**src/hdl/ahgl_pkg.sv**
```systemverilog
// shared types, constants and helper functions of the high-pass gain limiter
package ahgl_pkg;

	localparam int SAMPLE_W = 16;
	localparam int DUTY_W   = 12;
	localparam int VOL_W    = 10;
	localparam int YMAG_W   = 23;
	localparam int PROD_W   = YMAG_W + VOL_W;
	localparam int QUOT_W   = 27;
	localparam int REM_W    = 7;

	localparam logic [VOL_W-1:0]    VolMax    = 10'd800;
	localparam logic [REM_W:0]      Divisor   = 8'd100;
	localparam logic [QUOT_W-1:0]   MagMax    = 27'd32767;

	typedef struct packed {
		logic [YMAG_W-1:0] mag;
		logic              neg;
	} filt_res_t;

	typedef struct packed {
		logic [DUTY_W-1:0]          duty;
		logic signed [SAMPLE_W-1:0] sample;
	} lim_res_t;

	function automatic logic [QUOT_W-1:0] knee_val(input logic [1:0] idx);
		logic [QUOT_W-1:0] v;
		unique case (idx)
			2'd0: v = 27'd20000;
			2'd1: v = 27'd26000;
			2'd2: v = 27'd30000;
			2'd3: v = 27'd32000;
			default: v = 27'd32000;
		endcase
		return v;
	endfunction

	function automatic logic [1:0] knee_shift(input logic [1:0] idx);
		return (idx == 2'd3) ? 2'd2 : 2'd1;
	endfunction

	function automatic logic [DUTY_W-1:0] duty_of(input logic [SAMPLE_W-1:0] s);
		return {~s[SAMPLE_W-1], s[SAMPLE_W-2:SAMPLE_W-DUTY_W]};
	endfunction

endpackage

```
**src/hdl/audio_highpass_gain_soft_limiter.sv**
```systemverilog
// top level of the high-pass, gain and soft-knee limiter with pwm duty output
//
// channel   signals                              transfer when
// input     in_valid in_ready left/right_sample  in_valid && in_ready
// output    out_valid out_ready duty limited     out_valid && out_ready
// gain      gain_pct_we gain_pct                 gain_pct_we
//
// out_valid rises after 5 filter, 10 multiply, 33 divide and 6 limiter steps,
// with a registered hand-off after each unit
// in_ready is high only while no item is in the core, so a new item enters only after the last one has left;
// a finished result waits in the output register, and the next item may enter meanwhile
// a result that finds the output register full holds the core until taken
// arst_n clears control state, the gain and the filter history
module audio_highpass_gain_soft_limiter (
	input  logic                                clk,
	input  logic                                arst_n,
	input  logic                                in_valid,
	output logic                                in_ready,
	input  logic signed [ahgl_pkg::SAMPLE_W-1:0] left_sample,
	input  logic signed [ahgl_pkg::SAMPLE_W-1:0] right_sample,
	output logic                                out_valid,
	input  logic                                out_ready,
	output logic [ahgl_pkg::DUTY_W-1:0]         duty,
	output logic signed [ahgl_pkg::SAMPLE_W-1:0] limited_sample,
	input  logic                                gain_pct_we,
	input  logic [ahgl_pkg::VOL_W-1:0]          gain_pct
);

	typedef enum logic [1:0] {
		ST_IDLE,
		ST_BUSY,
		ST_HOLD
	} state_t;

	state_t                         state_q;
	logic [ahgl_pkg::VOL_W-1:0]     vol_q;
	logic                           neg_q;
	logic                           out_valid_q;
	ahgl_pkg::lim_res_t             out_q;

	logic                           in_xfer;
	logic                           filt_done;
	logic                           mul_done;
	logic                           div_done;
	logic                           lim_done;
	ahgl_pkg::filt_res_t            filt_res;
	logic [ahgl_pkg::PROD_W-1:0]    prod;
	logic [ahgl_pkg::QUOT_W-1:0]    quot;
	ahgl_pkg::lim_res_t             lim_res;
	logic                           out_free;
	logic                           out_load;

	assign in_ready = (state_q == ST_IDLE);
	assign in_xfer  = in_valid && in_ready;
	assign out_free = !out_valid_q || out_ready;
	assign out_load = out_free && (((state_q == ST_BUSY) && lim_done) || (state_q == ST_HOLD));

	ahgl_filter u_filter (
		.clk          (clk),
		.arst_n       (arst_n),
		.start        (in_xfer),
		.left_sample  (left_sample),
		.right_sample (right_sample),
		.done         (filt_done),
		.res          (filt_res)
	);

	ahgl_mul_serial u_mul (
		.clk    (clk),
		.arst_n (arst_n),
		.start  (filt_done),
		.a      (filt_res.mag),
		.b      (vol_q),
		.done   (mul_done),
		.prod   (prod)
	);

	ahgl_div_serial u_div (
		.clk      (clk),
		.arst_n   (arst_n),
		.start    (mul_done),
		.dividend (prod),
		.done     (div_done),
		.quot     (quot)
	);

	ahgl_limiter u_limiter (
		.clk    (clk),
		.arst_n (arst_n),
		.start  (div_done),
		.mag    (quot),
		.neg    (neg_q),
		.done   (lim_done),
		.res    (lim_res)
	);

	always_ff @(posedge clk or negedge arst_n) begin
		if (!arst_n) begin
			vol_q <= '0;
		end else if (gain_pct_we) begin
			vol_q <= (gain_pct > ahgl_pkg::VolMax) ? ahgl_pkg::VolMax : gain_pct;
		end
	end

	always_ff @(posedge clk) begin
		if (filt_done) begin
			neg_q <= filt_res.neg;
		end
	end

	always_ff @(posedge clk or negedge arst_n) begin
		if (!arst_n) begin
			state_q     <= ST_IDLE;
			out_valid_q <= 1'b0;
			out_q       <= '0;
		end else begin
			if (out_load) begin
				out_q       <= lim_res;
				out_valid_q <= 1'b1;
			end else if (out_valid_q && out_ready) begin
				out_valid_q <= 1'b0;
			end
			unique case (state_q)
				ST_IDLE: begin
					if (in_xfer) begin
						state_q <= ST_BUSY;
					end
				end
				ST_BUSY: begin
					if (lim_done) begin
						state_q <= out_free ? ST_IDLE : ST_HOLD;
					end
				end
				ST_HOLD: begin
					if (out_free) begin
						state_q <= ST_IDLE;
					end
				end
				default: state_q <= ST_IDLE;
			endcase
		end
	end

	assign out_valid      = out_valid_q;
	assign duty           = out_q.duty;
	assign limited_sample = out_q.sample;

	a_busy_after_xfer: assert property (@(posedge clk) disable iff (!arst_n)
		in_xfer |=> !in_ready)
		else $error("input taken while an item is in the core");

	a_no_min_sample: assert property (@(posedge clk) disable iff (!arst_n)
		out_valid |-> (limited_sample != 16'sh8000))
		else $error("limited sample outside symmetric range");

	a_duty_matches: assert property (@(posedge clk) disable iff (!arst_n)
		out_valid |-> (duty == {~limited_sample[15], limited_sample[14:4]}))
		else $error("duty does not follow limited sample");

	a_mute: assert property (@(posedge clk) disable iff (!arst_n)
		(out_valid && (vol_q == '0)) |-> (limited_sample == 16'sd0))
		else $error("non-silent result at zero gain");

endmodule

```
**src/hdl/ahgl_filter.sv**
```systemverilog
// mono downmix and one-pole high-pass, stepped over five steps
module ahgl_filter (
	input  logic                                  clk,
	input  logic                                  arst_n,
	input  logic                                  start,
	input  logic signed [ahgl_pkg::SAMPLE_W-1:0]  left_sample,
	input  logic signed [ahgl_pkg::SAMPLE_W-1:0]  right_sample,
	output logic                                  done,
	output ahgl_pkg::filt_res_t                   res
);

	logic                 busy_q;
	logic                 done_q;
	logic [2:0]           cnt_q;
	logic [16:0]          sum_q;
	logic [15:0]          x_q;
	logic [23:0]          d_q;
	logic [31:0]          t_q;
	logic [23:0]          y_q;
	logic [15:0]          prev_x_q;
	logic [21:0]          prev_y_q;
	ahgl_pkg::filt_res_t  res_q;

	logic [16:0]          sum_adj;
	logic [31:0]          p_full;

	assign sum_adj = sum_q + {16'd0, sum_q[16] & sum_q[0]};
	assign p_full  = t_q - {{7{d_q[23]}}, d_q, 1'b0};

	always_ff @(posedge clk or negedge arst_n) begin
		if (!arst_n) begin
			busy_q   <= 1'b0;
			done_q   <= 1'b0;
			cnt_q    <= '0;
			prev_x_q <= '0;
			prev_y_q <= '0;
		end else begin
			done_q <= 1'b0;
			if (start) begin
				sum_q  <= {left_sample[15], left_sample} + {right_sample[15], right_sample};
				busy_q <= 1'b1;
				cnt_q  <= '0;
			end else if (busy_q) begin
				cnt_q <= cnt_q + 3'd1;
				unique case (cnt_q)
					3'd0: x_q <= sum_adj[16:1];
					3'd1: begin
						d_q <= {{2{prev_y_q[21]}}, prev_y_q} + {{8{x_q[15]}}, x_q}
							- {{8{prev_x_q[15]}}, prev_x_q};
						prev_x_q <= x_q;
					end
					3'd2: t_q <= {d_q, 8'd0} - {{5{d_q[23]}}, d_q, 3'd0};
					3'd3: begin
						y_q      <= p_full[31:8];
						prev_y_q <= p_full[29:8];
					end
					default: begin
						res_q.neg <= y_q[23];
						res_q.mag <= y_q[23] ? 23'(24'd0 - y_q) : y_q[22:0];
						busy_q    <= 1'b0;
						done_q    <= 1'b1;
					end
				endcase
			end
		end
	end

	assign done = done_q;
	assign res  = res_q;

endmodule

```
**src/hdl/ahgl_mul_serial.sv**
```systemverilog
// shift-add multiplier, one volume bit per cycle
module ahgl_mul_serial (
	input  logic                                clk,
	input  logic                                arst_n,
	input  logic                                start,
	input  logic [ahgl_pkg::YMAG_W-1:0]         a,
	input  logic [ahgl_pkg::VOL_W-1:0]          b,
	output logic                                done,
	output logic [ahgl_pkg::PROD_W-1:0]         prod
);

	localparam logic [3:0] LastStep = 4'(ahgl_pkg::VOL_W - 1);

	logic                           busy_q;
	logic                           done_q;
	logic [3:0]                     cnt_q;
	logic [ahgl_pkg::PROD_W-1:0]    a_q;
	logic [ahgl_pkg::VOL_W-1:0]     b_q;
	logic [ahgl_pkg::PROD_W-1:0]    acc_q;

	always_ff @(posedge clk or negedge arst_n) begin
		if (!arst_n) begin
			busy_q <= 1'b0;
			done_q <= 1'b0;
			cnt_q  <= '0;
		end else begin
			done_q <= 1'b0;
			if (start) begin
				a_q    <= {{(ahgl_pkg::PROD_W - ahgl_pkg::YMAG_W){1'b0}}, a};
				b_q    <= b;
				acc_q  <= '0;
				cnt_q  <= '0;
				busy_q <= 1'b1;
			end else if (busy_q) begin
				if (b_q[0]) begin
					acc_q <= acc_q + a_q;
				end
				a_q   <= {a_q[ahgl_pkg::PROD_W-2:0], 1'b0};
				b_q   <= {1'b0, b_q[ahgl_pkg::VOL_W-1:1]};
				cnt_q <= cnt_q + 4'd1;
				if (cnt_q == LastStep) begin
					busy_q <= 1'b0;
					done_q <= 1'b1;
				end
			end
		end
	end

	assign done = done_q;
	assign prod = acc_q;

endmodule

```
**src/hdl/ahgl_div_serial.sv**
```systemverilog
// restoring division by one hundred, one quotient bit per cycle
module ahgl_div_serial (
	input  logic                                clk,
	input  logic                                arst_n,
	input  logic                                start,
	input  logic [ahgl_pkg::PROD_W-1:0]         dividend,
	output logic                                done,
	output logic [ahgl_pkg::QUOT_W-1:0]         quot
);

	localparam logic [5:0] LastStep = 6'(ahgl_pkg::PROD_W - 1);

	logic                           busy_q;
	logic                           done_q;
	logic [5:0]                     cnt_q;
	logic [ahgl_pkg::PROD_W-1:0]    r_q;
	logic [ahgl_pkg::REM_W-1:0]     rem_q;

	logic [ahgl_pkg::REM_W:0]       trial;
	logic [ahgl_pkg::REM_W:0]       diff;
	logic                           ge;

	assign trial = {rem_q, r_q[ahgl_pkg::PROD_W-1]};
	assign ge    = (trial >= ahgl_pkg::Divisor);
	assign diff  = trial - ahgl_pkg::Divisor;

	always_ff @(posedge clk or negedge arst_n) begin
		if (!arst_n) begin
			busy_q <= 1'b0;
			done_q <= 1'b0;
			cnt_q  <= '0;
		end else begin
			done_q <= 1'b0;
			if (start) begin
				r_q    <= dividend;
				rem_q  <= '0;
				cnt_q  <= '0;
				busy_q <= 1'b1;
			end else if (busy_q) begin
				rem_q <= ge ? diff[ahgl_pkg::REM_W-1:0] : trial[ahgl_pkg::REM_W-1:0];
				r_q   <= {r_q[ahgl_pkg::PROD_W-2:0], ge};
				cnt_q <= cnt_q + 6'd1;
				if (cnt_q == LastStep) begin
					busy_q <= 1'b0;
					done_q <= 1'b1;
				end
			end
		end
	end

	assign done = done_q;
	assign quot = r_q[ahgl_pkg::QUOT_W-1:0];

endmodule

```
**src/hdl/ahgl_limiter.sv**
```systemverilog
// soft-knee limiter, one knee per cycle, then clamp, sign and duty
module ahgl_limiter (
	input  logic                                clk,
	input  logic                                arst_n,
	input  logic                                start,
	input  logic [ahgl_pkg::QUOT_W-1:0]         mag,
	input  logic                                neg,
	output logic                                done,
	output ahgl_pkg::lim_res_t                  res
);

	logic                           busy_q;
	logic                           done_q;
	logic [2:0]                     cnt_q;
	logic [ahgl_pkg::QUOT_W-1:0]    mag_q;
	logic                           neg_q;
	ahgl_pkg::lim_res_t             res_q;

	logic [ahgl_pkg::QUOT_W-1:0]    knee;
	logic [ahgl_pkg::QUOT_W-1:0]    over;
	logic [ahgl_pkg::SAMPLE_W-1:0]  s_val;

	assign knee  = ahgl_pkg::knee_val(cnt_q[1:0]);
	assign over  = (mag_q - knee) >> ahgl_pkg::knee_shift(cnt_q[1:0]);
	assign s_val = neg_q ? (16'd0 - mag_q[15:0]) : mag_q[15:0];

	always_ff @(posedge clk or negedge arst_n) begin
		if (!arst_n) begin
			busy_q <= 1'b0;
			done_q <= 1'b0;
			cnt_q  <= '0;
		end else begin
			done_q <= 1'b0;
			if (start) begin
				mag_q  <= mag;
				neg_q  <= neg;
				cnt_q  <= '0;
				busy_q <= 1'b1;
			end else if (busy_q) begin
				cnt_q <= cnt_q + 3'd1;
				priority if (!cnt_q[2]) begin
					if (mag_q > knee) begin
						mag_q <= knee + over;
					end
				end else if (cnt_q == 3'd4) begin
					if (mag_q > ahgl_pkg::MagMax) begin
						mag_q <= ahgl_pkg::MagMax;
					end
				end else begin
					res_q.sample <= s_val;
					res_q.duty   <= ahgl_pkg::duty_of(s_val);
					busy_q       <= 1'b0;
					done_q       <= 1'b1;
				end
			end
		end
	end

	assign done = done_q;
	assign res  = res_q;

endmodule

```
**config.mk**
```make
export PLATFORM = sky130hd
export DESIGN_NAME = audio_highpass_gain_soft_limiter
export DESIGN_NICKNAME = d
export VERILOG_FILES = /design/src/hdl/ahgl_pkg.sv /design/src/hdl/audio_highpass_gain_soft_limiter.sv /design/src/hdl/ahgl_filter.sv /design/src/hdl/ahgl_mul_serial.sv /design/src/hdl/ahgl_div_serial.sv /design/src/hdl/ahgl_limiter.sv
export SDC_FILE = /design/constraint.sdc
export NUM_CORES = 1
export LEC_CHECK = 0
export ABC_AREA = 1
export ABC_CLOCK_PERIOD_IN_PS = 3800
export BUFFER_PORTS_ARGS = -buffer_cell sky130_fd_sc_hd__buf_2
export CAP_MARGIN = 10
export CORE_MARGIN = 10
export CORE_UTILIZATION = 45
export CTS_CLUSTER_DIAMETER = 100
export CTS_CLUSTER_SIZE = 16
export DETAILED_ROUTE_END_ITERATION = 8
export PLACE_DENSITY_LB_ADDON = 0.05
export SLEW_MARGIN = 5
export SYNTH_ARGS = -nofsm -noshare
export SYNTH_HDL_FRONTEND = slang
export SYNTH_SLANG_ARGS = --single-unit
```
**constraint.sdc**
```tcl
create_clock -name clk -period 3.8 [get_ports clk]
set_clock_uncertainty 0.1 [all_clocks]
set_input_delay 0.57 -clock clk [delete_from_list [all_inputs] [get_ports clk]]
set_output_delay 0.57 -clock clk [all_outputs]
set_load 0.005 [all_outputs]
```
==> out/metrics.cfg <==
[layout]
syn_to_final_growth_pct=13.28
final_common_cell=nand2_1
layout_common_cells=nand2_1 (623), inv_1 (394), edfxtp_1 (296), nor2_1 (219), a21oi_1 (197)
utilization_pct=51.77
fin_nets=3375
layout-drive-gt1-share_pct=12.68

[floorplan]
dieHeight_um=257.2
die_x_um=257.2
io_pins=77
initial_core_util_pct=45.70
num_rows=86
core_area_um2=55420
dieArea_um2=66160

[timing]
tightest_slew_ns=1.106
rsz0062_at_grt=yes
setup-violations-final=0
setup_tns_ns=0
timing.hold.ws_ns=0.09159
fmax_ghz=0.2760
period_share_pct=95.36
setup_slack_ns=0.1762
period_minus_slack_ns=3.624
finalHoldViolCount=0
maxSlewHeadroom_pct=26.16
slew_violations=0

[synthesis]
synth-edff-count=296
synthesis.nets=3224
netlist_instances=2994
avgSynthCellArea_um2=8.458
ys_top_cells_by_area=edfxtp_1 (35%), nand2_1 (9.5%), dfrtp_1 (9.1%)
synthFlopType=edfxtp_1
synth_area_um2=25320
synth_seq_cells=388
seq_area_frac_synth_pct=44.19
ys_warn_count=0
synthArstFlopShare_pct=23.71
yosys.cell_types.count=61
yosysTopAreaCellShare_pct=35.10
yosysTopAreaCell=edfxtp_1

[worst_setup_path]
r2r_slack_ns=0.18
crit_path_max_incr_delay_ns=0.41
critical_path_class=flip-flop to flip-flop
arrival_ns=3.90
critPathBufInv=8
cpMostUsedCell=nand2_1
crit_slowest_cell=dfrtp_1
crit_family=simple AND/OR/NAND/NOR gates
critical_path_required_ns=4.08
crit_fanout=5
start_kind=flip-flop
critPathCaptureType=flip-flop

[global_routing]
grt_max_degree=118
grt.total_usage_pct=20.09
grt-ovfl-total=0
grt-busiest-layer=met2
grt_use_met3_pct=1.605
gr-usage-met2_pct=36.74
grt_pass1_vias=20531
grt_first_pass_wirelength_um=109000
grt_util_met1_pct=24.68
antenna_found_initial=0

[clocking]
clkLatencyLatePin_ns=0.61
ctsRootBufferMaster=clkbuf_16
cts_sinks=388
path_clk_slew_ns=0.08
clk_path_buf_depth=3
cts_made_buffers=31
htree_levels=1
cts_tree=yes

[pwr]
p_sw_uw=2962
power.density_nw_per_um2=350.1
swShare_pct=29.49
power.leakage_uw=0.01311
seqPwrFrac_pct=48.0
p_comb_share_pct=20.2
intPower_uw=7081
p_clk_share_pct=31.8
ir_drop_mv=0.3401

[min_path]
hold_class=primary input to flip-flop

[detailed_routing]
drc_errors=0
routed_wirelength_um=67790
drt-initial-drc-count=1138
dr.pass1.iters=6
postRouteAntennaNets=0
vias=20504
routedWlPerCell_um=17.30
routed_via_density=5.232

[run_status]
status=finished clean

[job]
drv_cap=0

[place]
gp_congestion=0.9390
hpwlAfterDp_um=52760
port_buffers=76
pre_cts_slack_ns=-0.1166

-- path summary, 6_finish.rpt --
path	from	end	cells after the start
worst max-delay path	u_limiter.cnt_q[0]$_DFFE_PN0N_	u_limiter.mag_q[23]$_DFFE_PP_	27
worst min register to register	u_filter.res[0]$_DFFE_PP_	neg_q$_DFFE_PP_	0
worst min-delay path	gain_pct[8]	vol_q[8]$_DFFE_PN0P_	3
max in group asynchronous	arst_n	u_mul.busy_q$_DFF_PN0_	3
min in group asynchronous	arst_n	duty[9]$_DFFE_PN0P_	2
worst max register to register	u_limiter.cnt_q[0]$_DFFE_PN0N_	u_limiter.mag_q[23]$_DFFE_PP_	27
-- cell usage after synthesis, types with 5 or more instances --
| cell | instances |
|---|---|
| nor3_1 | 46 |
| or2_2 | 6 |
| o221ai_1 | 5 |
| nand3_1 | 176 |
| dfrtp_1 | 92 |
| a21o_1 | 20 |
| nand4_1 | 34 |
| o22ai_1 | 28 |
| nor2_1 | 232 |
| buf_1 | 6 |
| o211ai_1 | 12 |
| inv_1 | 402 |
| a21boi_0 | 6 |
| nor2_2 | 5 |
| edfxtp_1 | 296 |
| clkbuf_1 | 43 |
| inv_2 | 7 |
| ha_1 | 179 |
| a21oi_1 | 217 |
| nor4_1 | 14 |
| o21ai_1 | 16 |
| o21ai_0 | 177 |
| buf_4 | 12 |
| buf_2 | 6 |
| a31oi_1 | 18 |
| mux2_2 | 19 |
| a221oi_1 | 5 |
| o21a_1 | 8 |
| o21bai_1 | 9 |
| xnor2_1 | 63 |
| xor2_1 | 118 |
| nand2_1 | 640 |
| nand2_2 | 20 |
-- repair_timing --
action | 4_1_cts | 5_1_grt
gates cloned | 0 | 1
gates resized for setup | 9 | 114
pin swaps | 2 | 48
hold buffers | 1 | 0
endpoints found under the setup margin | 5 | 28
endpoints found under the hold margin | 26 | 0
buffers inserted | 0 | 19
-- flip-flops by register name, indices dropped and copies added (netlist names), 3 cells and up --
| signal | cells |
|---|---|
| u_filter.d_q | 24 |
| u_limiter.cnt_q | 3 |
| u_filter.t_q | 29 |
| u_mul.cnt_q | 4 |
| u_filter.y_q | 24 |
| u_div.cnt_q | 6 |
| u_filter.prev_y_q | 22 |
| u_mul.prod | 33 |
| u_div.r_q | 33 |
| u_filter.cnt_q | 3 |
| duty | 12 |
| u_filter.x_q | 16 |
| u_div.rem_q | 7 |
| limited_sample | 5 |
| u_limiter.mag_q | 27 |
| vol_q | 10 |
| u_mul.b_q | 10 |
| u_limiter.res | 17 |
| u_filter.sum_q | 17 |
| u_filter.prev_x_q | 16 |
| u_filter.res | 24 |
| u_mul.a_q | 33 |
-- layer usage --
metal | vias up | part of all wire [%]
li1 | 10389 | -
met1 | 9706 | 43
met2 | 316 | 51
met3 | 93 | 2.5
met4 | 0 | 2.9
met5 | - | 0
-- final cells by class --
| class | instances | area (µm²) |
|---|---|---|
| fillers | 5304 | 26730 |
| multi-input cells | 2128 | 12820 |
| flip-flops and latches | 388 | 11190 |
| inverters | 412 | 1554 |
| repair buffers | 184 | 1232 |
| well taps | 748 | 935.9 |
| clock buffers | 52 | 864.6 |
| clock inverters | 6 | 86.33 |
| diodes | 1 | 2.502 |
-- through the flow --
stage	area [µm²]	power, µW	cells
2_1_floorplan	25330	6087	2994
3_3_place_gp	27050	6659	3839
3_5_place_dp	27050	6667	3839
4_1_cts	28040	9901	3898
5_1_grt	28680	10570	3918
6_report	28690	10040	3919
-- tightest hold or removal path, cell delays in order --
cell	delay [ns]
buf_2	0.10
nand2_1	0.04
o21ai_0	0.06
-- kinds of logic after synthesis --
| kind of cell | synth area share (%) |
|---|---|
| buf+inv | 7.318 |
| compound gates | 12.11 |
| flops | 44.19 |
| fa+ha+maj | 9.161 |
| mux | 0.8449 |
| xor+xnor | 6.260 |
| simple gates | 20.12 |
-- power groups by stage --
stage                     registers (µW)  logic [µW]  clock network [µW]
after floorplan                     4830        1260                   0
after global placement              4910        1750                   0
after detailed placement            4910        1760                   0
after CTS                           4810        1780                3300
after global routing                4830        2280                3460
final                               4820        2030                3190
(Power assumes the default switching activity.)
